<file path="src/rtl/wnb_isqrt.sv">
`timescale 1ns / 1ps
// ----------------------------------------------------------------------------
// wnb_isqrt : pipelined integer square root
// Floor square root of the quotient, one root bit per stage, MSB first.
// ----------------------------------------------------------------------------
module wnb_isqrt #(
   parameter int FRAC_BITS = 16
) (
   input  logic                      clock,
   input  logic                      advance,
   input  logic [2*FRAC_BITS+2:0]    radicand,
   output logic [FRAC_BITS+1:0]      root
);
   localparam int TW = FRAC_BITS + 2;
   localparam int RW = 2 * FRAC_BITS + 6;

   logic [RW-1:0] rem_ff  [TW];
   logic [TW-1:0] root_ff [TW];

   for (genvar k = 0; k < TW; k++) begin : g_stage
      localparam int B = TW - 1 - k;
      logic [RW-1:0] rem_prev;
      logic [TW-1:0] root_prev;
      logic [RW-1:0] trial;
      logic          take;

      if (k == 0) begin : g_first
         assign rem_prev  = RW'(radicand);
         assign root_prev = '0;
      end else begin : g_next
         assign rem_prev  = rem_ff[k-1];
         assign root_prev = root_ff[k-1];
      end

      // (t + 2^b)^2 - t^2 = t*2^(b+1) + 2^(2b)
      always_comb begin
         trial = (RW'(root_prev) << (B + 1)) + (RW'(1) << (2 * B));
         take  = rem_prev >= trial;
      end

      always_ff @(posedge clock) begin
         if (advance) begin
            rem_ff[k]  <= take ? rem_prev - trial : rem_prev;
            root_ff[k] <= take ? root_prev | (TW'(1) << B) : root_prev;
         end
      end
   end

   assign root = root_ff[TW-1];

endmodule

</file>
<file path="config.mk">
export PLATFORM = sky130hd
export DESIGN_NAME = wnb_isqrt
export DESIGN_NICKNAME = d
export VERILOG_FILES = /design/src/rtl/wnb_isqrt.sv
export SDC_FILE = /design/constraint.sdc
export NUM_CORES = 1
export LEC_CHECK = 0
export BUFFER_PORTS_ARGS = -buffer_cell sky130_fd_sc_hd__buf_2
export CAP_MARGIN = 20
export CORE_MARGIN = 3
export CORE_UTILIZATION = 55
export DETAILED_ROUTE_END_ITERATION = 6
export PLACE_DENSITY = 0.67
export SLEW_MARGIN = 10
export SYNTH_ARGS = -nofsm -noshare
export SYNTH_HDL_FRONTEND = slang
export SYNTH_SLANG_ARGS = --single-unit
export TNS_END_PERCENT = 10
</file>
<file path="constraint.sdc">
create_clock -name clock -period 3.5 [get_ports clock]
set_input_delay 1.05 -clock clock [delete_from_list [all_inputs] [get_ports clock]]
set_output_delay 1.05 -clock clock [all_outputs]
set_load 0.005 [all_outputs]
</file>
==> flow_summary.json, run 1 <==
{
  "outcome": "finished, final reports clean",
  "cts_inserted_buffers": 86,
  "cpMostUsedCell": "o21ai_0",
  "ir_drop_uv": 538.5,
  "initial_core_util_pct": 56.14,
  "fmax_mhz": 294.7,
  "routed_via_density": 5.667,
  "layout_min_cycle_time_ns": 3.393,
  "num_rows": 95,
  "die_h_um": 269.2,
  "grt_first_pass_wirelength_um": 124000,
  "whs_ns": 0.4367,
  "crit_fanout": 7,
  "drv_cap": 0,
  "postSynthCellCount": 2949,
  "firstDrtPassIters": 5,
  "io_pins": 55,
  "synth.cells.most_frequent": "edfxtp_1 (815), nand2_1 (228), inv_1 (225)",
  "drt_wl_total_um": 78110,
  "rr_startpoint": "rem_ff[14][7]",
  "worstSetupPathType": "reg -> reg",
  "ys_async_sr_fraction_pct": 0,
  "clk-insertion-delay-late_ns": 0.65,
  "ant_nets": 0,
  "synth_edf_count": 815,
  "gp_congestion": 0.8840,
  "area_growth_pct": 13.63,
  "fp.dieArea_sq_um": 72480,
  "endpoint": "rem_ff[15][27]",
  "worst_path_largest_cell_delay_ns": 0.40,
  "antenna_found_initial": 1,
  "fin_setup_tns_ns": 0,
  "gr-total-overflow": 0,
  "seq_area_sq_um": 24470,
  "synth-seq-area-share_pct": 64.23,
  "cts-root-buf": "clkbuf_16",
  "yosysWarnings": 0,
  "multi_input_area_sq_um": 12700,
  "finalMaxSlewViolations": 0,
  "fin_util_pct": 63.79,
  "netlist_area_sq_um": 38110,
  "drtIter0Drc": 1726,
  "rr_endpoint": "rem_ff[15][27]",
  "core_sq_um": 67870,
  "worst_slew_pin_slew_ns": 0.7935,
  "synth.avg_cell_area_sq_um": 12.92,
  "cts-resized-gates": 0,
  "nets": 3351,
  "cp.arrival_ns": 3.75,
  "path_clk_slew_ns": 0.06,
  "power_density_nw_per_um2": 608.3,
  "hold_viol": 0,
  "dp.cells": 3962,
  "hold_class": "reg -> reg",
  "start_kind": "flop",
  "fillerInstances": 5025,
  "grt_max_degree": 129,
  "synth_top_flop_cell": "edfxtp_1",
  "track_usage_pct": 21.42,
  "rsz0062_at_grt": "false",
  "dp_hpwl_um": 58050,
  "r2r_slack_ns": 0.11,
  "cts_tree": "done",
  "yosys.cell_count.top_type": "edfxtp_1",
  "startpoint": "rem_ff[14][7]",
  "route.detailed.drc": 0,
  "clk_path_buf_depth": 3,
  "synthTopCellsByArea": "edfxtp_1 (64%), ha_1 (6.1%), xor2_1 (3.4%)",
  "setup_viol": 0,
  "reg2regPathDepth": 10,
  "crit_path_end_kind": "flop",
  "clock_sinks": 815,
  "path_cells": "ha_1 -> a21o_1 -> o2111ai_1 -> a31oi_1 -> o221ai_1 -> o21ai_0 -> or3_1 -> or2_2 -> o31ai_1 -> o21ai_0",
  "num_antenna_cells": 0,
  "fin_cells": 4122,
  "die_x_um": 269.2,
  "post_cts_buffers": 0,
  "setup_ws_ns": 0.1071,
  "h-tree-depth": 3,
  "post-route-period-util_pct": 96.94,
  "wire_per_inst_um": 18.95,
  "dp_slack_ns": 0.04756,
  "yosysUniqueCellTypes": 77,
  "cp_data_required_time_ns": 3.86,
  "crit_path_top_delay_cell": "edfxtp_1",
  "relSlewSlack_pct": 46.64,
  "grt_pass1_vias": 23397,
  "fin_skew_ns": 0.04488,
  "ys_ff_latch": 815,
  "port_buffers": 54,
  "via_count": 23358,
  "p_leak_uw": 0.01639,
  "drive_above_1_share_pct": 9.872,
  "cts_hold_buf": 0,
  "synth_top_area_share_pct": 64.23,
  "synth_largest_area_cell": "edfxtp_1"
}
state kept, by name (all words and copies together) (netlist names):
register and flops:
rem_ff 644, root_ff 171
kinds of logic (layout without fill, tap and decap cells):
kind of cell,count (synthesis),in the layout,share of synthesized area (%)
AO/OA/AOI/OAI,508,508,8.186
XOR/XNOR,275,275,6.341
adder cells (fa/ha/maj),185,185,6.075
buffers and inverters,266,517,2.683
flip-flops,815,815,64.23
multiplexers,19,19,0.5319
other,1,2,0.009841
AND/OR/NAND/NOR,880,880,11.95
final cells by class:
| class | instances | area share [%] |
|---|---|---|
| repair buffers | 131 | 2.338 |
| clock inverters | 64 | 2.072 |
| inverters | 226 | 1.965 |
| clock buffers | 96 | 5.106 |
| well taps | 921 | 2.661 |
| multi-input cells | 1869 | 29.33 |
| flip-flops and latches | 815 | 56.52 |
critical path, delay by kind of cell, from the launching register on:
family	cells	cell delay [ns]
flip-flops	1	0.40
AND/OR/NAND/NOR	2	0.74
AO/OA/AOI/OAI	7	1.58
adder cells (fa/ha/maj)	1	0.37
per-layer routing:
layer | track usage (%) | part of all wire, % | vias up
li1 | - | - | 11339
met1 | 26.35 | 41 | 11359
met4 | 8.309 | 3.6 | 0
met3 | 3.396 | 3.9 | 167
met2 | 38.03 | 51 | 493
met5 | 0 | 0 | -
cell usage in the layout, fill, tap and decap left out, types with 55 or more instances in the layout:
| cell type | synthesis | routed |
|---|---|---|
| ha_1 | 185 | 185 |
| o21ai_0 | 162 | 159 |
| a21o_1 | 55 | 55 |
| nor3_1 | 84 | 82 |
| inv_1 | 225 | 225 |
| edfxtp_1 | 815 | 815 |
| clkbuf_16 | 0 | 87 |
| nand2_1 | 228 | 228 |
| xor2_1 | 146 | 146 |
| a21oi_1 | 140 | 139 |
| buf_4 | 1 | 64 |
| nor4_1 | 101 | 97 |
| xnor2_1 | 128 | 128 |
| nor2_1 | 177 | 176 |
metrics by stage:
step | instance area [sq um] | power (uW)
floorplan | 38110 | 15350
global placement | 40140 | 16650
detailed placement | 40140 | 16760
CTS | 43240 | 26550
global route | 43300 | 27550
finish | 43300 | 26340
worst min path at each step:
stage,to,slack [ns],cells past startpoint,startpoint
6_report,root_ff[17][5],0.44,0,root_ff[16][5]
2_1_floorplan,rem_ff[11][11],0.42,0,rem_ff[10][11]
5_1_grt,root_ff[17][5],0.45,0,root_ff[16][5]
3_5_place_dp,rem_ff[4][2],0.43,0,rem_ff[3][2]
4_1_cts,root_ff[17][5],0.44,0,root_ff[16][5]
3_3_place_gp,rem_ff[6][8],0.42,0,rem_ff[5][8]
power breakdown:
group | internal, uW | switching [uW]
registers | 12100 | 786
clock network | 5880 | 3860
logic | 1590 | 2120
total | 19600 | 6770
No activity file was read; power rests on OpenSTA's default activity.
==> inputs of run 2 (changes only) <==
--- a/config.mk
+++ b/config.mk
@@ -5,6 +5,7 @@
 export SDC_FILE = /design/constraint.sdc
 export NUM_CORES = 1
 export LEC_CHECK = 0
+export ABC_AREA = 1
 export BUFFER_PORTS_ARGS = -buffer_cell sky130_fd_sc_hd__buf_2
 export CAP_MARGIN = 20
 export CORE_MARGIN = 3
==> run 2 against run 1 <==
Against the previous run:
- first-iteration DRC count is 47% higher
- core utilization is 2.3 points lower
- non-clock buffer count decreased by 36
- cell count rose by 43%
- sequential power hardly changed
- hold slack got worse by 0.036 ns
- register-to-register slack gained 0.49 ns
- sequential share of layout area decreased by 6.2 points
- fmax rose by 17%
- critical endpoint is now rem_ff[13][8]
- largest cell class unchanged
- routed wire length rose by 36%
- synthesized cell count is 57% higher
==> flow_summary.json, run 2 <==
{
  "outcome": "finished, final reports clean",
  "io_pins": 55,
  "design_area_sq_um": 48630,
  "p_sw_share_pct": 30.31,
  "num_rows": 103,
  "use_met1_pct": 35.20,
  "layout_min_cycle_time_ns": 2.905,
  "whs_ns": 0.4005,
  "multi_input_area_sq_um": 16630,
  "ir_drop_uv": 528.2,
  "drive_above_1_share_pct": 8.180,
  "fin_util_pct": 61.45,
  "synth_top_flop_cell": "edfxtp_1",
  "route.detailed.drc": 0,
  "drv_cap": 0,
  "hold_class": "reg -> reg",
  "routed_via_density": 5.406,
  "nets": 4998,
  "p_sw_uw": 8441,
  "post_cts_buffers": 0,
  "cts_hold_buf": 0,
  "yosysUniqueCellTypes": 56,
  "synth_edf_count": 815,
  "ys_ff_latch": 815,
  "cp_data_required_time_ns": 3.87,
  "top_register": "rem_ff",
  "fin_setup_tns_ns": 0,
  "area_growth_pct": 10.65,
  "h-tree-depth": 3,
  "grt_pass1_vias": 30710,
  "path_clk_slew_ns": 0.06,
  "via_count": 31849,
  "clk_path_buf_depth": 3,
  "yosys.cell_count.top_type": "nand2_1",
  "reg.largest.list": "rem_ff (644), root_ff (171)",
  "place_area_sq_um": 45740,
  "seq_area_sq_um": 24470,
  "ys_async_sr_fraction_pct": 0,
  "grt_first_pass_wirelength_um": 168700,
  "setup_viol": 0,
  "largest_reg_flops": 644,
  "synth-seq-area-share_pct": 55.69,
  "firstDrtPassIters": 5,
  "crit_path_end_kind": "flop",
  "clk-insertion-delay-late_ns": 0.68,
  "finalMaxSlewViolations": 0,
  "grt.busiest_layer": "met2",
  "clock_sinks": 815,
  "netlist_area_sq_um": 43940,
  "synth_largest_area_cell": "edfxtp_1",
  "die_x_um": 288.7,
  "rsz0062_at_grt": "false",
  "power.total_uw": 27850,
  "cts-resized-gates": 0,
  "hold_viol": 0,
  "grt_use_met2_pct": 44.17,
  "num_antenna_cells": 0,
  "wire_per_inst_um": 18.07,
  "antenna_found_initial": 0,
  "relSlewSlack_pct": 52.18,
  "dp_hpwl_um": 83130,
  "power_density_nw_per_um2": 572.7,
  "drtIter0Drc": 2532,
  "cts_inserted_buffers": 88,
  "grt_use_met3_pct": 2.699,
  "synth.avg_cell_area_sq_um": 9.495,
  "intPower_uw": 19410,
  "fillerInstances": 6689,
  "final_cell_mix": "nand2_1 (1158), edfxtp_1 (815), inv_1 (647), nor2_1 (461), nand3_1 (233)",
  "layout_commonest_cell": "nand2_1",
  "yosysWarnings": 0,
  "drt_wl_total_um": 106400,
  "worst_slew_pin_slew_ns": 0.7150,
  "port_buffers": 54,
  "ant_nets": 0,
  "synth_top_area_share_pct": 55.69,
  "synthTopCellsByArea": "edfxtp_1 (56%), nand2_1 (9.9%), inv_1 (5.5%)",
  "start_kind": "flop",
  "gr-total-overflow": 0,
  "fmax_mhz": 344.2,
  "core_sq_um": 79130,
  "clock_power_share_pct": 33.2,
  "grt_max_degree": 78,
  "fp.dieArea_sq_um": 83330,
  "crit_fanout": 27,
  "track_usage_pct": 25.82,
  "post-route-period-util_pct": 83.01,
  "synth.cells.most_frequent": "nand2_1 (1158), edfxtp_1 (815), inv_1 (647)",
  "cp.arrival_ns": 3.28,
  "cts_tree": "done",
  "worstSetupPathType": "reg -> reg",
  "cts-root-buf": "clkbuf_16",
  "gp_congestion": 0.9362,
  "p_comb_share_pct": 20.1,
  "seq_power_share_pct": 46.7,
  "fin_skew_ns": 0.05367,
  "initial_core_util_pct": 55.54,
  "p_leak_uw": 0.02030,
  "die_h_um": 288.7,
  "postSynthCellCount": 4628
}
[run 2: kinds of logic (layout without fill, tap and decap cells)]
kind of cell,Yosys count,in the layout,synth area share (%)
other,1,2,0.008533
xor gates and xnor gates,183,183,3.647
and+or+nand+nor,2212,2212,21.88
AOI/OAI and AO/OA,530,530,7.047
adders and majority gates,185,185,5.267
DFF,815,815,55.69
buffers and inverters,702,914,6.463
[run 2: final cells by class]
cell class	instances	share of cell area, %
Sequential cell	815	50.33
Multi-Input combinational cell	3112	34.21
Inverter	664	5.146
Clock buffer	100	4.621
Tap cell	1050	2.702
Timing Repair Buffer	95	1.673
Clock inverter	55	1.320
[run 2: layer usage]
layer  part of all wire (%)  up-vias
li1                       -    15888
met2                     49      846
met5                      0        -
met4                    2.4        0
met3                    4.5      149
met1                     44    14966
[run 2: path summary, 6_finish.rpt]
path,start,to,slack (ns),cells after the start
min,rem_ff[8][2],rem_ff[9][2],0.40,0
max reg2reg,rem_ff[12][11],rem_ff[13][8],0.59,10
max,rem_ff[12][11],rem_ff[13][8],0.59,10
min reg2reg,rem_ff[8][2],rem_ff[9][2],0.40,0
[run 2: stage by stage]
stage / cells / setup WS [ns]
after floorplan: 4629 / 1.419
after global placement: 5736 / 0.6722
after detailed placement: 5736 / 0.6136
after CTS: 5891 / 0.6129
after global routing: 5891 / 0.3819
final: 5891 / 0.5947
[run 2: worst max-delay path: stages, from the launching register on]
cell	delay, ns
edfxtp_1	0.39
ha_1	0.36
a21oi_1	0.18
o21ai_1	0.16
nand2_1	0.10
nand2_1	0.13
nand3_1	0.13
nand3_1	0.11
nor2_2	0.56
buf_4	0.41
xor2_1	0.10
[run 2: power groups by stage]
| stage | combinational (uW) | sequential [uW] | clock, uW |
|---|---|---|---|
| finish | 5590 | 13000 | 9240 |
| global route | 6340 | 13100 | 9850 |
| CTS | 5570 | 13000 | 9450 |
| detailed placement | 5530 | 13200 | 0 |
| global placement | 5490 | 13200 | 0 |
| floorplan | 4070 | 12800 | 0 |
==> inputs of run 3 (changes only) <==
==> constraint.sdc (replaced) <==
create_clock -name clock -period 2.8 [get_ports clock]
set_input_delay 0.84 -clock clock [delete_from_list [all_inputs] [get_ports clock]]
set_output_delay 0.84 -clock clock [all_outputs]
set_load 0.005 [all_outputs]
==> run 3 against run 2 <==
Against the previous run:
- non-clock buffer count rose by 94
- combinational power rose by 30%
- fmax rose by 7.4%
- sequential share of layout area fell by 0.68 points
- critical path depth fell by 1
- register-to-register slack got worse by 0.50 ns
- worst setup slack got worse by 0.50 ns
- highest routed layer unchanged
==> flow_summary.json, run 3 (synthesized netlist as in run 2, its figures left out) <==
{
  "start_kind": "flop",
  "die_h_um": 288.7,
  "clk-insertion-delay-late_ns": 0.65,
  "holdPathStages": 1,
  "whs_ns": 0.3664,
  "setup_viol": 0,
  "layout_commonest_cell": "nand2_1",
  "multi_input_area_sq_um": 16660,
  "core_sq_um": 79130,
  "port_buffers": 54,
  "final_cell_mix": "nand2_1 (1158), edfxtp_1 (815), inv_1 (647), nor2_1 (461), nand3_1 (233)",
  "finalMaxSlewViolations": 0,
  "num_rows": 103,
  "firstDrtPassIters": 6,
  "relSlewSlack_pct": 53.01,
  "endpoint": "rem_ff[16][17]",
  "post-route-period-util_pct": 96.61,
  "cts-root-buf": "clkbuf_16",
  "rr_endpoint": "rem_ff[16][17]",
  "worst_path_largest_cell_delay_ns": 0.44,
  "power.total_uw": 34770,
  "cts_inserted_buffers": 86,
  "crit_path_top_delay_cell": "edfxtp_1",
  "gr-total-overflow": 0,
  "fin_skew_ns": 0.02888,
  "path_clk_slew_ns": 0.06,
  "cp.arrival_ns": 3.09,
  "power_density_nw_per_um2": 705.3,
  "cpMostUsedCell": "nand2_1",
  "route.detailed.drc": 0,
  "path_cells": "ha_1 -> nand2_1 -> inv_1 -> a21oi_2 -> nand3_1 -> nand2_1 -> nand3_4 -> inv_8 -> o21ai_2",
  "drive_above_1_share_pct": 9.850,
  "rr_startpoint": "rem_ff[15][12]",
  "grt_first_pass_wirelength_um": 167100,
  "startpoint": "rem_ff[15][12]",
  "gp_congestion": 0.9797,
  "r2r_slack_ns": 0.09,
  "post_cts_buffers": 0,
  "antenna_found_initial": 0,
  "outcome": "finished, final reports clean",
  "hold_viol": 0,
  "cp_data_required_time_ns": 3.19,
  "clock_sinks": 815,
  "dp_hpwl_um": 81950,
  "wire_per_inst_um": 17.63,
  "cts_hold_buf": 0,
  "fmax_mhz": 369.7,
  "fillerInstances": 6647,
  "grt_pass1_vias": 31044,
  "largest_reg_flops": 644,
  "p_leak_uw": 0.02073,
  "worstSetupPathType": "reg -> reg",
  "reg2regPathDepth": 9,
  "clk_path_buf_depth": 3,
  "crit_fanout": 45,
  "worstPathBufferInverterCount": 2,
  "initial_core_util_pct": 55.54,
  "rsz0062_at_grt": "true",
  "fp.dieArea_sq_um": 83330,
  "layout_min_cycle_time_ns": 2.705,
  "hold_class": "in -> reg",
  "ir_drop_uv": 534.3,
  "worst-path-stages": 9,
  "drtIter0Drc": 2741,
  "via_count": 32309,
  "track_usage_pct": 25.50,
  "nets": 5091,
  "crit_family": "simple AND/OR/NAND/NOR gates",
  "routed_via_density": 5.399,
  "area_growth_pct": 12.18,
  "crit_path_end_kind": "flop",
  "grt_max_degree": 106,
  "top_register": "rem_ff",
  "num_antenna_cells": 0,
  "drt_wl_total_um": 105500,
  "die_x_um": 288.7,
  "drv_cap": 0,
  "h-tree-depth": 3,
  "io_pins": 55,
  "reg.largest.list": "rem_ff (644), root_ff (171)",
  "ant_nets": 0,
  "seq_area_sq_um": 24470,
  "worst_slew_pin_slew_ns": 0.6994,
  "cts_tree": "done"
}
==> run 3: cell count changes in the layout (fill, tap and decap cells not counted), moves of 2 or more <==
cell	previous run	this run
clkinv_1	19	23
buf_4	23	115
clkinv_8	0	2
buf_12	18	20
clkinv_16	5	3
clkinvlp_4	4	0
nor3_1	84	82
nor3_2	0	2
==> run 3: metal layers <==
| metal | GRT usage, % | vias to the layer above | share of wire [%] |
|---|---|---|---|
| met3 | 3.496 | 199 | 5.7 |
| met1 | 34.09 | 15057 | 43 |
| li1 | - | 16093 | - |
| met2 | 43.49 | 960 | 48 |
| met5 | 0 | - | 0 |
| met4 | 7.749 | 0 | 3.0 |
==> run 3: report_power, final <==
group | total (uW) | leakage, uW | internal [uW] | switching [uW]
combinational | 7240 | 0.0116 | 2620 | 4620
sequential | 16200 | 0.00781 | 15200 | 1050
clock | 11300 | 0.00137 | 6550 | 4740
total | 34800 | 0.0207 | 24400 | 10400
==> run 3: metrics by stage <==
stage	setup TNS, ns	cell area [sq um]	worst slack, ns	cells	utilization, %
global placement	-0.8525	46470	-0.08484	5830	58.73
global route	-0.05936	49300	-0.05329	5984	62.30
CTS	0	49280	0.06434	5984	62.28
floorplan	0	43950	0.7193	4629	-
finish	0	49300	0.09490	5984	62.30
detailed placement	-0.3721	46470	-0.1155	5830	58.73
==> run 3: what timing repair did <==
action,CTS,global route
pin swaps,1,0
gates resized for setup,1,3
endpoints found under the hold margin,0,0
gates cloned,1,0
setup endpoints to repair,20,23
==> run 3: area by class of cell <==
| type | instances | area share (%) |
|---|---|---|
| well taps | 1050 | 2.665 |
| inverters | 664 | 5.081 |
| flip-flops and latches | 815 | 49.65 |
| multi-input cells | 3113 | 33.79 |
| clock buffers | 100 | 4.515 |
| repair buffers | 189 | 3.132 |
| clock inverters | 53 | 1.173 |
==> run 3: worst min-delay path by stage <==
stage                              from        endpoint
final                      radicand[33]   rem_ff[0][33]
after floorplan            rem_ff[9][0]   rem_ff[10][0]
after detailed placement  rem_ff[9][12]  rem_ff[10][12]
after global routing       radicand[33]   rem_ff[0][33]
after global placement     rem_ff[0][7]    rem_ff[1][7]
after CTS                  radicand[33]   rem_ff[0][33]
